## config.mk

```make
export PLATFORM = sky130hd
export DESIGN_NAME = estc_ctrl
export DESIGN_NICKNAME = d
export VERILOG_FILES = /design/src/hdl/estc_pkg.sv /design/src/hdl/estc_ctrl.sv
export SDC_FILE = /design/constraint.sdc
export NUM_CORES = 1
export LEC_CHECK = 0
export BUFFER_PORTS_ARGS = -buffer_cell sky130_fd_sc_hd__buf_2
export CORE_MARGIN = 4
export CORE_UTILIZATION = 52
export CTS_CLUSTER_SIZE = 8
export DETAILED_ROUTE_END_ITERATION = 7
export GPL_TIMING_DRIVEN = 0
export PLACE_DENSITY_LB_ADDON = 0.3
export SLEW_MARGIN = 20
export SYNTH_ARGS = -nofsm -noshare
export SYNTH_HDL_FRONTEND = slang
export SYNTH_SLANG_ARGS = --single-unit
```

## constraint.sdc

```tcl
create_clock -name aclk -period 8.55 [get_ports aclk]
set_input_delay 0.4275 -clock aclk [delete_from_list [all_inputs] [get_ports aclk]]
set_output_delay 0.4275 -clock aclk [all_outputs]
set_load 0.01 [all_outputs]
```

## src/hdl/estc_pkg.sv

```systemverilog
// shared constants and types for the edge stream tree checker
`default_nettype none
package estc_pkg;
    localparam int MAX_NODES = 256;
    localparam int ID_BITS   = 16;
    localparam int IDX_W     = (MAX_NODES > 2) ? $clog2(MAX_NODES) : 1;
    localparam int CNT_W     = $clog2(MAX_NODES + 1);
    localparam int CASE_W    = 16;

    typedef enum logic [1:0] {
        OP_NOP    = 2'd0,
        OP_SEARCH = 2'd1,
        OP_UPDATE = 2'd2,
        OP_CLEAR  = 2'd3
    } op_kind_t;

    typedef struct packed {
        op_kind_t             kind;
        logic [ID_BITS-1:0]   pid;
        logic [ID_BITS-1:0]   cid;
        logic                 p_found;
        logic [IDX_W-1:0]     p_idx;
        logic [IDX_W-1:0]     p_root;
        logic                 c_found;
        logic [IDX_W-1:0]     c_idx;
        logic [IDX_W-1:0]     c_root;
        logic                 c_has;
        logic                 add_p;
        logic                 add_c;
        logic                 link;
    } op_t;
endpackage
`default_nettype wire

```

## src/hdl/estc_ctrl.sv

```systemverilog
// sequencer: takes transactions, issues operations into the cell chain, keeps counts
`default_nettype none
module estc_ctrl (
    input  logic                        aclk,
    input  logic                        aresetn,
    input  logic                        s_valid,
    output logic                        s_ready,
    input  logic                        s_action,
    input  logic [15:0]                 s_parent_id,
    input  logic [15:0]                 s_child_id,
    output logic                        m_valid,
    input  logic                        m_ready,
    output logic [estc_pkg::CASE_W-1:0] m_case_number,
    output logic                        m_is_tree,
    output estc_pkg::op_t               chain_in,
    input  estc_pkg::op_t               chain_out
);
    import estc_pkg::*;

    typedef enum logic [1:0] {
        S_IDLE = 2'b01,
        S_WAIT = 2'b10
    } state_t;

    state_t              state_reg, state_next;
    logic [CNT_W-1:0]    node_count_reg, node_count_next;
    logic [CNT_W-1:0]    root_count_reg, root_count_next;
    logic                tree_valid_reg, tree_valid_next;
    logic [CASE_W-1:0]   case_reg, case_next;
    logic                m_valid_reg, m_valid_next;
    logic [CASE_W-1:0]   m_case_reg, m_case_next;
    logic                m_tree_reg, m_tree_next;

    logic [ID_BITS-1:0]  pid, cid;
    logic                p_new, c_new, add_p, add_c, link;
    logic [IDX_W-1:0]    pi, pr, ci;
    logic [CNT_W-1:0]    cnt1;
    logic                chas;

    assign pid = s_parent_id[ID_BITS-1:0];
    assign cid = s_child_id[ID_BITS-1:0];

    assign p_new = !chain_out.p_found;
    assign c_new = !chain_out.c_found;
    assign pi    = chain_out.p_found ? chain_out.p_idx : node_count_reg[IDX_W-1:0];
    assign pr    = chain_out.p_found ? chain_out.p_root : pi;
    assign cnt1  = node_count_reg + CNT_W'(p_new);
    assign ci    = chain_out.c_found ? chain_out.c_idx : cnt1[IDX_W-1:0];
    assign chas  = chain_out.c_found ? chain_out.c_has : 1'b0;

    always_comb begin
        add_p = 1'b0;
        add_c = 1'b0;
        link  = 1'b0;
        priority if (p_new && node_count_reg == CNT_W'(MAX_NODES)) begin
        end else if (chain_out.cid == chain_out.pid) begin
            add_p = p_new;
        end else if (c_new && cnt1 == CNT_W'(MAX_NODES)) begin
            add_p = p_new;
        end else begin
            add_p = p_new;
            add_c = c_new;
            link  = !(chas || pr == ci);
        end
    end

    assign s_ready = (state_reg == S_IDLE) && (!m_valid_reg || m_ready);

    always_comb begin
        state_next      = state_reg;
        node_count_next = node_count_reg;
        root_count_next = root_count_reg;
        tree_valid_next = tree_valid_reg;
        case_next       = case_reg;
        m_valid_next    = m_valid_reg && !m_ready;
        m_case_next     = m_case_reg;
        m_tree_next     = m_tree_reg;
        chain_in        = '0;
        unique case (state_reg)
            S_IDLE: begin
                if (s_valid && s_ready) begin
                    if (s_action) begin
                        m_valid_next    = 1'b1;
                        m_case_next     = case_reg;
                        m_tree_next     = tree_valid_reg && (root_count_reg < CNT_W'(2));
                        case_next       = (case_reg == {CASE_W{1'b1}}) ? CASE_W'(1)
                                                                       : case_reg + CASE_W'(1);
                        node_count_next = '0;
                        root_count_next = '0;
                        tree_valid_next = 1'b1;
                        chain_in.kind   = OP_CLEAR;
                        state_next      = S_WAIT;
                    end else if (tree_valid_reg && pid != '0 && cid != '0) begin
                        chain_in.kind = OP_SEARCH;
                        chain_in.pid  = pid;
                        chain_in.cid  = cid;
                        state_next    = S_WAIT;
                    end
                end
            end
            S_WAIT: begin
                if (chain_out.kind == OP_SEARCH) begin
                    chain_in.kind   = OP_UPDATE;
                    chain_in.pid    = chain_out.pid;
                    chain_in.cid    = chain_out.cid;
                    chain_in.p_idx  = pi;
                    chain_in.p_root = pr;
                    chain_in.c_idx  = ci;
                    chain_in.add_p  = add_p;
                    chain_in.add_c  = add_c;
                    chain_in.link   = link;
                    node_count_next = node_count_reg + CNT_W'(add_p) + CNT_W'(add_c);
                    root_count_next = root_count_reg + CNT_W'(add_p) + CNT_W'(add_c)
                                      - CNT_W'(link);
                    if (!link) begin
                        tree_valid_next = 1'b0;
                    end
                end else if (chain_out.kind != OP_NOP) begin
                    state_next = S_IDLE;
                end
            end
            default: begin
                state_next = S_IDLE;
            end
        endcase
    end

    always_ff @(posedge aclk) begin
        if (!aresetn) begin
            state_reg      <= S_IDLE;
            node_count_reg <= '0;
            root_count_reg <= '0;
            tree_valid_reg <= 1'b1;
            case_reg       <= CASE_W'(1);
            m_valid_reg    <= 1'b0;
        end else begin
            state_reg      <= state_next;
            node_count_reg <= node_count_next;
            root_count_reg <= root_count_next;
            tree_valid_reg <= tree_valid_next;
            case_reg       <= case_next;
            m_valid_reg    <= m_valid_next;
        end
        m_case_reg <= m_case_next;
        m_tree_reg <= m_tree_next;
    end

    assign m_valid       = m_valid_reg;
    assign m_case_number = m_case_reg;
    assign m_is_tree     = m_tree_reg;
endmodule
`default_nettype wire

```

# == Word level (Yosys, flattened, before mapping) ==
# Index checks and enable logic that the tools add are counted.
# totals
register_bits,55
in_bits,109
output_inout_bits,91
word_cells,98
# classes
n_reduce_logical,23
n_lt_le_gt_ge,1
add_sub_neg,7
eq_ne,15
muxes,44
# ops
op,count
$mux 34,2
$pmux 34 s2,1
$mux 16,3
$add 9x1->9,5
$mux 8,5
$mux 9,4
$pmux 9 s2,2
$mux 33,1
$mux 32,1
$reduce_bool 16->1,2
$eq 9x9->1 const B,2
$add 16x1->16 const B,1
$eq 16x16->1,1
$eq 16x16->1 const B,1
$mux 1,15
$mux 2,6
$ne 2x2->1 const B,5
$lt 9x2->1 const B,1
$sub 9x1->9,1
$eq 8x8->1,1
$logic_and 1x1->1,8
$reduce_and 4->1,2
$mux 3,2
$logic_not 1->1,5
other kinds (10),13

# == Depth between registers and ports, before layout ==
# logic_depth
depth_word,12
mapped_depth,22
depth_no_buf,19

# == Least setup slack after synthesis ==
# Ideal clock, no wire load.
# synth_path
kind,in2reg
startpoint,input port chain_out[37] in the netlist's numbering
endpoint,register root_count_reg[8]
t_required_ns,8.444
path_buffers,3
setup_ns,0.106
cell_stages,22
path_slack_ns,3.916
arrival_time_ns,4.528
cell_sequence,buf_2 -> buf_2 -> inv_1 -> ha_1 -> ha_1 -> buf_2 -> nand3_1 -> or4b_1 -> o311ai_1 -> a2111o_1 -> o41a_2 -> a31oi_4 -> ha_1 -> fa_1 -> fa_1 -> o21bai_1 -> a21oi_1 -> o21bai_1 -> a2111oi_0 -> nor2_1 -> or4_1 -> o311ai_0
# synth_between
elab_chain_len,12
word_cells_on_any_way,23
cone_classes,4 x add/sub; 2 x eq/ne; 12 x mux; 5 x reduce/logical
# synth_lines
item,line_no,text
from (decl),estc_ctrl.sv:16,input estc_pkg::op_t chain_out
"parallel branches: the longest is 9 deep, another holds $add 9x1->9",--,
$sub 9x1->9 *,estc_ctrl.sv:114,- CNT_W'(link);
$mux 9 *,estc_ctrl.sv:102,if (chain_out.kind == OP_SEARCH) begin
$pmux 9 s2 *,estc_ctrl.sv:79,unique case (state_reg)
to (signal assigned),estc_ctrl.sv:139,root_count_reg <= root_count_next;
to (decl),estc_ctrl.sv:27,"logic [CNT_W-1:0] root_count_reg, root_count_next;"
# Every way passes the cells marked *. The select of a mux whose other input is x is not followed.
# A chain may end at the register's enable or synchronous reset.

# == Worst setup path after layout ==
# Same ends and word-level chain as after synthesis.

==> flow_results.org <==
** STA
- Setup repair after global routing missed its margin :: false
- In the finished design, the share of the clock period the worst path needs comes to 58.9%.
- Final min period :: approximately 5 ns
- For the pin with the worst max-slew slack, the measured transition is between 0.7 and 0.8 ns.
- Clock tree skew after final layout :: 0.00743 ns
- Derived from the worst setup path, the maximum achievable clock frequency is around 0.20 GHz.
- Setup violations remaining at the end of the flow were counted as 0.
- The final number of hold-violating endpoints is 0.
- Relative max-transition margin :: between 40% and 50%
- The final number of max-transition violations came to 0.
- Summed negative setup slack over all endpoints :: 0 ns

** Clock network
- The number of setup buffers added after CTS is 0.
- Clock-pin slew was measured on the worst setup and hold paths at around 0.10 ns.
- Maximum buffer depth of the clock tree :: 2
- Clock Latency Late Sink :: 0.32 ns
- Number of hold-repair buffers added at the cts stage :: 0
- CTS tree :: yes
- TritonCTS Buffers :: 5
- Once the clock tree was built, the resizer swapped 0 gates to a different size.
- Number of H-tree levels :: 2
- The cell sitting at the root of the clock tree is a clkbuf_8.
- The clock drives 55 sinks.

** Yosys
- Count of yosys warnings during synthesis :: 0
- Counting flops with an async set or reset pin after synthesis yields a share of 0%.
- Post-Syn Area per Cell :: 8.10 µm²
- Synthesis-stage register bit count :: between 50 and 60
- Sequential elements use between 20% and 30% of the synthesized area.
- Synthesis produced ~530 cells.
- Top flip-flop cell by instance count after synthesis :: dfxtp_1
- Area of the mapped netlist :: 0.00430 mm²
- The synthesized design contains 17 enable-type register cells.
- Post-synthesis cell type count :: 60

** Global routing
- Global routing finished with a remaining overflow of 0.
- The number of global-route vias before repair was ~4500.
- The first global-routing pass estimated between 20000 and 25000 µm of wire.
- The number of antenna violations at the first check in global routing was 1.
- Entering global routing, the biggest net connects 24 pins.
- GR Util All Layers :: between 20% and 30%

** Power
- Total power of the final layout :: approximately 0.68 mW
- Clock power frac :: between 20% and 30%
- Leak :: between 2 and 2.5 nW
- Sequential Power Share :: a little over two fifths
- Total power per unit cell area :: roughly 120 mW/mm²
- The share of total power dissipated in combinational logic is a little over a third.
- Power dissipated by switching net loads :: around 0.25 mW
- P_int :: about 0.43 mW
- In this run switching power makes up a little under two fifths of total power.
- The worst-case IR drop observed on VDD is about 0.076 mV.

** Critical path
- The most critical setup path has its startpoint at chain_out[37].
- The worst setup path is launched from an input pin.
- Worst Path Required :: approximately 8.8 ns
- Crit end category :: flop
- Along the worst path, the maximum fanout reaches 10.
- Data arrival, critical path :: approximately 5.2 ns
- In this run the critical register-to-register path is launched from node_count_reg[0].
- The setup path with the least slack is of type in -> reg.

** Cells and area
- Fraction of final layout cells sized beyond drive strength 1 :: between 20% and 30%
- Post-layout net count :: between 800 and 900
- The filler cells instantiated in the layout total 700.
- Area growth from synthesis to final layout :: 26.3%

** Floorplanning
- Placement row count :: 32
- Height of the chip :: about 99 µm
- Once the floorplan was initialized, standard cells occupied 54.6% of the core.
- Area inside the core boundary :: between 0.007 and 0.008 mm²
- The floorplan step defined a die boundary enclosing between 0.009 and 0.01 mm².
- The floorplan step set the die width to 99.0 µm.
- 200 I/O pins were placed.

** Route
- DRT antenna net count :: 0
- Post-DR wirelength/cell :: 17.0 µm
- Number of violations reported at the end of detailed-routing iteration 0 :: roughly 260
- Drt total wl :: 14000 µm
- DR vias/cell :: ~5.7
- In the routed design, unresolved DRC markers number 0.
- The pre-antenna-repair detailed-routing pass consisted of 6 iterations.
- Across all layers, the routed design uses 4673 vias.

** Place
- The congestion estimate from routability-driven global placement came to between 1 and 1.5.
- Post-DP HPWL :: around 11000 µm
- Number of buffers inserted by port buffering :: 174

** Run
- Count of maximum capacitance violations :: 0

** Status
- Outcome :: finished, final reports clean

** Worst hold path
- Startpoint of the most critical hold path :: m_ready
- Worst min-delay path category :: in -> reg
## worst max-delay path, cell delays in order
cell and delay [ns]:
buf_2 0.16, buf_2 0.21, inv_1 0.12, ha_1 0.23, ha_1 0.16, buf_2 0.22
nand3_1 0.24, or4_1 0.53, o311ai_1 0.10, a2111o_1 0.32, o41a_2 0.22, a31oi_4 0.05
ha_1 0.34, fa_1 0.20, fa_1 0.22, o21bai_1 0.07, a21oi_1 0.25, o21bai_1 0.12
a2111oi_0 0.43, nor2_1 0.11, or4_1 0.39, o311ai_0 0.11
## power by group through the flow
| stage | Sequential, mW | Clock, mW | Combinational (mW) |
|---|---|---|---|
| global route | 0.288 | 0.161 | 0.264 |
| CTS | 0.286 | 0.150 | 0.239 |
| floorplan | 0.295 | 0 | 0.140 |
| detailed placement | 0.292 | 0 | 0.238 |
| finish | 0.286 | 0.149 | 0.242 |
| global placement | 0.292 | 0 | 0.232 |
## path summary, 6_finish.rpt
kind	cells past startpoint	slack, ns	endpoint
max	22	3.52	root_count_reg[8]
min	3	0.45	m_valid
max reg2reg	19	3.61	root_count_reg[8]
min reg2reg	0	0.50	m_case_number[14]
## synth_stat cells (all sizes together), types with 2 or more instances
cell type,number,area [µm²]
nor2,96,360
dfxtp,38,761
nand2,37,146
xnor2,35,307
a22oi,34,255
xor2,28,253
a21oi,25,125
buf,25,163
inv,22,82.6
ha,20,250
nand4,18,113
edfxtp,17,510
clkbuf,15,56.3
mux2i,14,140
nor4,13,81.3
nand3,12,72.6
o21ai,10,50.1
nor3,9,45.0
nand2b,6,37.5
or3,6,37.5
and2,5,31.3
nor2b,4,25.0
or4,4,30.0
a31oi,3,33.8
fa,3,60.1
o311ai,3,26.3
a211oi,2,15.0
a221oi,2,17.5
o21bai,2,15.0
o221ai,2,17.5
o32ai,2,17.5
## logic make-up (layout without fill, tap and decap cells)
| logic type | after synthesis | count (layout) | synth area share [%] |
|---|---|---|---|
| XOR/XNOR | 63 | 63 | 13.0 |
| multiplexers | 14 | 14 | 3.26 |
| AO/OA/AOI/OAI | 97 | 97 | 16.0 |
| buffers and inverters | 63 | 245 | 7.09 |
| adder cells (fa/ha/maj) | 23 | 23 | 7.21 |
| other | 1 | 12 | 0.0872 |
| flip-flops | 55 | 55 | 29.5 |
| AND/OR/NAND/NOR | 215 | 215 | 23.8 |
## metal layers
metal | vias up | wire (µm) | GRT usage [%]
met2 | 237 | 6900 | 47.9
met4 | 2 | 384 | 10.7
met5 | - | 12 | 0
met3 | 36 | 1340 | 5.24
li1 | 2235 | - | -
met1 | 2163 | 5410 | 33.5
## per-stage QoR
step | worst slack (ns) | std cells | hold slack, ns | utilization, % | cell area [µm²]
2_1_floorplan | 3.92 | 541 | 0.443 | - | 4340
3_3_place_gp | 3.36 | 817 | 0.461 | 67.7 | 5340
3_5_place_dp | 3.27 | 817 | 0.471 | 67.7 | 5340
4_1_cts | 3.55 | 825 | 0.457 | 68.9 | 5430
5_1_grt | 3.16 | 825 | 0.469 | 68.9 | 5430
6_report | 3.52 | 826 | 0.450 | 68.9 | 5430
## cells in the final DEF (no fill, tap or decap), types with 4 or more instances in the layout
master,count
clkbuf_1,15
nand2b_1,6
xnor2_1,35
nor2b_1,4
and2_1,5
nor4_1,13
conb_1,11
clkbuf_8,5
a22oi_1,34
nor3_1,9
xor2_1,27
or4_1,4
nor2_1,96
edfxtp_1,17
inv_1,21
a21oi_1,25
dfxtp_1,38
ha_1,20
nand3_1,11
buf_4,14
mux2i_1,14
nand4_1,18
nand2_1,36
o21ai_0,8
buf_2,181
or3_1,6
## area by class of cell
class	instances	area, µm²	area share, %
Multi-Input combinational cell	423	2760	50.9
Sequential cell	55	1270	23.4
Timing Repair Buffer	174	871	16.0
Buffer	40	219	4.03
Tap cell	102	128	2.35
Inverter	23	86.3	1.59
Clock buffer	5	68.8	1.27
Clock inverter	3	23.8	0.437
Antenna cell	1	2.50	0.0461
No activity file was read; power rests on OpenSTA's default activity.
